**src/pip_pkg.sv**
```systemverilog
package pip_pkg;

	typedef enum logic [1:0] {
		LOC_OUTSIDE = 2'd0,
		LOC_INSIDE  = 2'd1,
		LOC_EDGE    = 2'd2,
		LOC_VERTEX  = 2'd3
	} loc_t;

endpackage

```
**src/pip_in_if.sv**
```systemverilog
interface pip_in_if #(
	parameter int COORD_BITS = 16
);
	logic                         valid;
	logic                         ready;
	logic signed [COORD_BITS-1:0] query_x;
	logic signed [COORD_BITS-1:0] query_y;
	logic signed [COORD_BITS-1:0] vertex_x;
	logic signed [COORD_BITS-1:0] vertex_y;
	logic                         last_vertex;

	modport source (output valid, query_x, query_y, vertex_x, vertex_y, last_vertex,
		input ready);
	modport sink (input valid, query_x, query_y, vertex_x, vertex_y, last_vertex,
		output ready);
endinterface

```
**src/pip_out_if.sv**
```systemverilog
interface pip_out_if
	import pip_pkg::*;
();
	logic valid;
	logic ready;
	logic contains;
	loc_t location;

	modport source (output valid, contains, location, input ready);
	modport sink (input valid, contains, location, output ready);
endinterface

```
**src/point_in_polygon_with_boundary_core.sv**
```systemverilog
// Crossing-number point-in-polygon test with boundary detection.
// vtx: one request per polygon vertex, in order, each carrying the query point
//   and the vertex; last_vertex marks the final vertex and closes the polygon.
// res: one request per polygon, issued for the final vertex: location
//   (outside, inside, on edge, on vertex) and contains (location not outside).
// Throughput: one vertex per cycle. Each vertex passes an input register (s1),
//   where the edge differences and the four cross-product terms are formed, and
//   a product register (s2), where the product signs update the right and left
//   ray parities; the result then sits in the output register.
// A final vertex goes from s1 to s2 and then into the output register, which drives res.valid.
// While a result waits in the output register, non-final vertices keep flowing;
//   only a second final vertex reaching s2 holds the pipeline, and vtx.ready
//   drops once s1 and s2 are both held.
// Reset clears all valids and parities; the next vertex starts a new polygon.
module point_in_polygon_with_boundary_core
	import pip_pkg::*;
#(
	parameter int COORD_BITS = 16
) (
	input  logic      clk,
	input  logic      arst_n,
	pip_in_if.sink    vtx,
	pip_out_if.source res
);
	localparam int DW = COORD_BITS + 1;
	localparam int PW = 2 * DW;
	localparam int XW = PW + 1;

	logic                         valid_s1;
	logic signed [COORD_BITS-1:0] qx_s1, qy_s1, vx_s1, vy_s1;
	logic                         last_s1;

	logic signed [COORD_BITS-1:0] first_x_q, first_y_q, prev_x_q, prev_y_q;
	logic                         at_start_q;
	logic                         right_q, left_q, hit_q;

	logic                         valid_s2, last_s2, hit_s2;
	logic signed [PW-1:0]         rp1_s2, rp2_s2, cp1_s2, cp2_s2;
	logic                         rcr_s2, rcl_s2, rden_s2;
	logic                         ccr_s2, ccl_s2, cden_s2;

	logic                         out_valid_q, out_contains_q;
	loc_t                         out_loc_q;

	logic out_free, adv2, adv1;

	assign out_free = !out_valid_q || res.ready;
	assign adv2     = !valid_s2 || !last_s2 || out_free;
	assign adv1     = !valid_s1 || adv2;
	assign vtx.ready = adv1;

	// stage 1 arithmetic
	logic signed [DW-1:0] cx, cy, bx, by, fx, fy;
	logic                 hit_c;

	always_comb begin
		cx = DW'(vx_s1) - DW'(qx_s1);
		cy = DW'(vy_s1) - DW'(qy_s1);
		bx = DW'(prev_x_q) - DW'(qx_s1);
		by = DW'(prev_y_q) - DW'(qy_s1);
		// a first vertex is also the closing vertex
		fx = at_start_q ? cx : DW'(first_x_q) - DW'(qx_s1);
		fy = at_start_q ? cy : DW'(first_y_q) - DW'(qy_s1);
		hit_c = (cx == '0) && (cy == '0);
	end

	always_ff @(posedge clk or negedge arst_n) begin
		if (!arst_n) begin
			valid_s1 <= 1'b0;
		end else if (adv1) begin
			valid_s1 <= vtx.valid;
		end
	end

	always_ff @(posedge clk) begin
		if (adv1) begin
			qx_s1   <= vtx.query_x;
			qy_s1   <= vtx.query_y;
			vx_s1   <= vtx.vertex_x;
			vy_s1   <= vtx.vertex_y;
			last_s1 <= vtx.last_vertex;
		end
	end

	always_ff @(posedge clk or negedge arst_n) begin
		if (!arst_n) begin
			first_x_q  <= '0;
			first_y_q  <= '0;
			prev_x_q   <= '0;
			prev_y_q   <= '0;
			at_start_q <= 1'b1;
		end else if (valid_s1 && adv2) begin
			if (at_start_q) begin
				first_x_q <= vx_s1;
				first_y_q <= vy_s1;
			end
			prev_x_q   <= vx_s1;
			prev_y_q   <= vy_s1;
			at_start_q <= last_s1;
		end
	end

	always_ff @(posedge clk or negedge arst_n) begin
		if (!arst_n) begin
			valid_s2 <= 1'b0;
		end else if (adv2) begin
			valid_s2 <= valid_s1;
		end
	end

	// edge b->a: regular edge a=cur, b=prev; closing edge a=first, b=cur
	always_ff @(posedge clk) begin
		if (adv2) begin
			last_s2 <= last_s1;
			hit_s2  <= hit_c;
			rp1_s2  <= cx * by;
			rp2_s2  <= bx * cy;
			rcr_s2  <= !at_start_q && ((cy > 0) != (by > 0));
			rcl_s2  <= !at_start_q && ((cy < 0) != (by < 0));
			rden_s2 <= by > cy;
			cp1_s2  <= fx * cy;
			cp2_s2  <= cx * fy;
			ccr_s2  <= last_s1 && ((fy > 0) != (cy > 0));
			ccl_s2  <= last_s1 && ((fy < 0) != (cy < 0));
			cden_s2 <= cy > fy;
		end
	end

	// stage 2: cross-product signs and parity update
	logic signed [XW-1:0] rx, cxp;
	logic                 r_nz, r_pos, c_nz, c_pos;
	logic                 tog_r, tog_l, right_n, left_n, hit_n;
	loc_t                 loc_n;

	always_comb begin
		rx    = XW'(rp1_s2) - XW'(rp2_s2);
		cxp   = XW'(cp1_s2) - XW'(cp2_s2);
		r_nz  = rx != '0;
		r_pos = r_nz && !rx[XW-1];
		c_nz  = cxp != '0;
		c_pos = c_nz && !cxp[XW-1];
		tog_r = (rcr_s2 && r_nz && (r_pos == rden_s2))
			^ (ccr_s2 && c_nz && (c_pos == cden_s2));
		tog_l = (rcl_s2 && r_nz && (r_pos != rden_s2))
			^ (ccl_s2 && c_nz && (c_pos != cden_s2));
		right_n = right_q ^ tog_r;
		left_n  = left_q ^ tog_l;
		hit_n   = hit_q || hit_s2;
		if (hit_n) begin
			loc_n = LOC_VERTEX;
		end else if (right_n != left_n) begin
			loc_n = LOC_EDGE;
		end else if (right_n) begin
			loc_n = LOC_INSIDE;
		end else begin
			loc_n = LOC_OUTSIDE;
		end
	end

	always_ff @(posedge clk or negedge arst_n) begin
		if (!arst_n) begin
			right_q <= 1'b0;
			left_q  <= 1'b0;
			hit_q   <= 1'b0;
		end else if (valid_s2 && adv2) begin
			right_q <= right_n && !last_s2;
			left_q  <= left_n && !last_s2;
			hit_q   <= hit_n && !last_s2;
		end
	end

	always_ff @(posedge clk or negedge arst_n) begin
		if (!arst_n) begin
			out_valid_q <= 1'b0;
		end else if (valid_s2 && last_s2 && out_free) begin
			out_valid_q <= 1'b1;
		end else if (res.ready) begin
			out_valid_q <= 1'b0;
		end
	end

	always_ff @(posedge clk) begin
		if (valid_s2 && last_s2 && out_free) begin
			out_loc_q      <= loc_n;
			out_contains_q <= loc_n != LOC_OUTSIDE;
		end
	end

	assign res.valid    = out_valid_q;
	assign res.location = out_loc_q;
	assign res.contains = out_contains_q;

endmodule

```
**src/flat_wrapper.sv**
```systemverilog
// flat-port wrapper written by rule: the top's interface ports become plain ports
module point_in_polygon_with_boundary_core_flat import pip_pkg::*;
#(
	parameter int COORD_BITS = 16
)
  (clk, arst_n, vtx_valid, vtx_query_x, vtx_query_y, vtx_vertex_x, vtx_vertex_y, vtx_last_vertex, vtx_ready, res_valid, res_contains, res_location, res_ready);
  pip_in_if #(.COORD_BITS(COORD_BITS)) vtx_i ();
  pip_out_if res_i ();
  input  logic clk;
  input  logic arst_n;
  input wire logic [$bits(vtx_i.valid)-1:0] vtx_valid;
  input wire logic [$bits(vtx_i.query_x)-1:0] vtx_query_x;
  input wire logic [$bits(vtx_i.query_y)-1:0] vtx_query_y;
  input wire logic [$bits(vtx_i.vertex_x)-1:0] vtx_vertex_x;
  input wire logic [$bits(vtx_i.vertex_y)-1:0] vtx_vertex_y;
  input wire logic [$bits(vtx_i.last_vertex)-1:0] vtx_last_vertex;
  output wire logic [$bits(vtx_i.ready)-1:0] vtx_ready;
  output wire logic [$bits(res_i.valid)-1:0] res_valid;
  output wire logic [$bits(res_i.contains)-1:0] res_contains;
  output wire logic [$bits(res_i.location)-1:0] res_location;
  input wire logic [$bits(res_i.ready)-1:0] res_ready;
  assign vtx_i.valid = vtx_valid;
  assign vtx_i.query_x = vtx_query_x;
  assign vtx_i.query_y = vtx_query_y;
  assign vtx_i.vertex_x = vtx_vertex_x;
  assign vtx_i.vertex_y = vtx_vertex_y;
  assign vtx_i.last_vertex = vtx_last_vertex;
  assign vtx_ready = vtx_i.ready;
  assign res_valid = res_i.valid;
  assign res_contains = res_i.contains;
  assign res_location = res_i.location;
  assign res_i.ready = res_ready;
  point_in_polygon_with_boundary_core #(.COORD_BITS(COORD_BITS)) u_core (.clk(clk), .arst_n(arst_n), .vtx(vtx_i), .res(res_i));
endmodule
```
**config.mk**
```make
export PLATFORM = sky130hd
export DESIGN_NAME = point_in_polygon_with_boundary_core_flat
export DESIGN_NICKNAME = d
export VERILOG_FILES = /design/src/pip_pkg.sv /design/src/pip_in_if.sv /design/src/pip_out_if.sv /design/src/point_in_polygon_with_boundary_core.sv /design/src/flat_wrapper.sv
export SDC_FILE = /design/constraint.sdc
export NUM_CORES = 2
export LEC_CHECK = 0
export BUFFER_PORTS_ARGS = -buffer_cell sky130_fd_sc_hd__buf_4
export CAP_MARGIN = 10
export CORE_MARGIN = 4
export CORE_UTILIZATION = 60
export CTS_CLUSTER_DIAMETER = 150
export CTS_CLUSTER_SIZE = 14
export DETAILED_ROUTE_END_ITERATION = 6
export PLACE_DENSITY = 0.76
export SYNTH_ARGS = -nofsm -noshare
export SYNTH_HDL_FRONTEND = slang
export SYNTH_SLANG_ARGS = --single-unit
```
**constraint.sdc**
```tcl
create_clock -name clk -period 11 [get_ports clk]
set_input_delay 1.1 -clock clk [delete_from_list [all_inputs] [get_ports clk]]
set_output_delay 1.1 -clock clk [all_outputs]
set_load 0.02 [all_outputs]
```
==> reports/metrics.csv <==
stage,metric,value,unit
sta,tns,0,ns
cts,htreeDepth,1,
synthesis,yosysSeqAreaShare,13.4,%
synthesis,yosysWarnings,0,
setup_path,r2r_setup_slack,0.62,ns
finish,areaGrowthSynthToFinish,5.71,%
setup_path,worstRegToRegCells,34,
setup_path,critical_path_class,flop to flop,
synthesis,synth-edff-count,212,
placed_design,hpwlAfterDp,140000,um
sta,finClkSkew,0.0278,ns
setup_path,critPathArrivalTime,10.70,ns
cts,ctsHoldBuffers,0,
sta,slew_violations,0,
placed_design,pre_cts_ws,0.315,ns
die,die_h,326,um
setup_path,cpMostUsedCell,fa_1,
synthesis,syn_avg_cell_area,9.23,um^2
setup_path,cpPeakStageDelay,0.91,ns
drt,drtAntennaViolNets,0,
placed_design,numPortBuffers,73,
synthesis,netlist_top_cells_count,"inv_1 (1516), fa_1 (1190), nand2_1 (788), nor2_1 (579), ha_1 (538)",
cts,clk_latency,0.61,ns
cts,cts_buffers,25,
drt,firstDrtPassIters,7,
die,dieWidth,326,um
die,io_pins,74,
placed_design,place.gp.congestion,0.982,
synthesis,synthFlopType,edfxtp_1,
global_route,grt_start_max_net_pins,73,
global_route,grt_pass1_wl,275000,um
synthesis,synth_top_area_cell,fa_1,
job,maxCapViolations,0,
hold_path,hold_path_depth,0,
sta,hold_violations,0,
sta,setup_viol,0,
cts,cts_tree,built,
synthesis,synth-seq-cells,283,
sta,max_freq,96.4,MHz
sta,rsz0062_at_grt,no,
setup_path,required,11.32,ns
sta,tightest_slew,1.25,ns
drt,viasPerCell,5.81,
drt,vias,46025,
cts,cts_sinks,283,
finish,drive_above_1_share,6.05,%
global_route,use_met2,51.9,%
setup_path,worstSetupEndpointType,flop,
global_route,grt_remaining_overflow,0,
global_route,gr-usage-met3,9.43,%
synthesis,synth_top_area_share,39.3,%
sta,min_period,10.38,ns
sta,holdWs,0.507,ns
global_route,busiest_layer,met2,
die,core,100000,um^2
setup_path,r2r-end,u_core.rp1_s2[33],
cts,cts_buffer_depth,3,
hold_path,hold_path.startpoint,u_core.last_s1,
die,fp-row-count,116,
synthesis,yosys.cell_count.top_type,inv_1,
sta,post-route-period-util,94.3,%
global_route,grt_pass1_vias,48856,
setup_path,crit_fanout,12,
setup_path,critPathLaunchType,flop,
global_route,grtUsageTotal,33.8,%
setup_path,cp_slowest_cell,o311a_1,
synthesis,syn_nets,8364,
finish,nNetsFinal,8390,
finish,fill_cells,8252,
synthesis,synth_area_leaders,"fa_1 (39%), ha_1 (11%), edfxtp_1 (11%)",
global_route,grtUsageMet1,43.7,%
drt,initialDrtViolationCount,4151,
die,dieArea,106000,um^2
synthesis,syn-cell-area,60600,um^2
global_route,antenna_found_initial,12,
sta,relSlewSlack,16.4,%
drt,wire_per_inst,22.1,um
hold_path,holdPathEnd,u_core.last_s2,
sta,layout_setup_ws,0.623,ns
run_status,outcome,finished with violations,
cts,clkSlewWorstSetupHoldPaths,0.07,ns
setup_path,r2r_start,u_core.qx_s1[1],
synthesis,synthArstFlopShare,25.1,%
synthesis,syn_inst,6567,
drt,drc_errors,1,
cts,cts_root_buf,clkbuf_16,
synthesis,ys_types,84,
die,start_util,60.5,%
hold_path,hold_class,flop to flop,
drt,drt-total-wl,175000,um
run_status,violations,design-rule violations,
==> per-stage QoR <==
stage	instance area (um^2)	instances	util, %
global placement	63200	7863	63.1
finish	64100	7920	64.0
floorplan	60600	6567	-
detailed placement	63200	7863	63.1
CTS	64000	7909	63.9
global route	64000	7912	64.0
==> state kept, by name, indices dropped and copies added, names as in the netlist, 34 cells and up <==
signal / count
u_core.cp1_s2: 34
u_core.cp2_s2: 34
u_core.rp2_s2: 34
u_core.rp1_s2: 34
==> worst max-delay path by stage <==
stage                    startpoint                end  slack (ns)  depth (start not counted)
CTS                 u_core.qx_s1[0]  u_core.cp1_s2[33]        0.26                         39
floorplan           u_core.qx_s1[0]  u_core.cp1_s2[33]        1.56                         37
global placement    u_core.qx_s1[0]  u_core.cp1_s2[33]        0.50                         37
global route        u_core.qx_s1[1]  u_core.rp1_s2[32]        0.03                         37
detailed placement  u_core.qx_s1[0]  u_core.cp1_s2[33]        0.31                         39
finish              u_core.qx_s1[1]  u_core.rp1_s2[33]        0.62                         34
==> metal layers <==
layer  wire [um]  vias up
met4       12300       12
met1       66500    22791
met5         236        -
li1            -    20231
met3       19000      642
met2       77100     2349
==> worst max-delay path: cells and delay by family (launching register included) <==
kind,cells,cell delay [ns]
AO/OA/AOI/OAI,16,4.63
XOR/XNOR,1,0.11
adder cells (fa/ha/maj),8,3.56
flip-flops,1,0.42
buffers and inverters,5,0.34
AND/OR/NAND/NOR,4,0.99
==> cell families after synthesis <==
| group | synth area share [%] |
|---|---|
| AND/OR/NAND/NOR | 13.2 |
| adder cells (fa/ha/maj) | 50.4 |
| XOR/XNOR | 3.44 |
| AO/OA/AOI/OAI | 7.34 |
| multiplexers | 1.36 |
| flip-flops | 13.4 |
| buffers and inverters | 10.8 |
==> placed cells by master, fill, tap and decap left out, types with 18 or more instances in the layout <==
cell and count:
a211oi_1 28, a21boi_0 26, a21o_1 77, a21oi_1 169, a31oi_1 25, and2_1 74, buf_4 207, clkbuf_16 25
dfrtp_1 70, edfxtp_1 212, fa_1 1190, ha_1 538, inv_1 1516, mux2_2 65, nand2_1 788, nand2b_1 53
nand3_1 57, nand4_1 26, nor2_1 577, nor2b_1 70, nor3_1 58, o21a_1 36, o21ai_0 121, o31ai_1 18
or2_2 32, or3_1 26, xnor2_1 157, xor2_1 55
==> layout make-up <==
cell class | count | area [um^2] | area share, %
Antenna cell | 10 | 25.0 | 0.0391
Clock buffer | 41 | 686 | 1.07
Clock inverter | 5 | 76.3 | 0.119
Inverter | 1529 | 5740 | 8.96
Multi-Input combinational cell | 4547 | 46200 | 72.1
Sequential cell | 283 | 8140 | 12.7
Tap cell | 1298 | 1620 | 2.54
Timing Repair Buffer | 207 | 1550 | 2.43
==> what timing repair did <==
| item | CTS | global route |
|---|---|---|
| gates resized for setup | 0 | 7 |
| endpoints found under the setup margin | 0 | 9 |
| setup buffers | 0 | 1 |
Power is left out: the tool's default activity adds up to more than one toggle a clock period on the data nets, which glitch-free logic cannot reach.
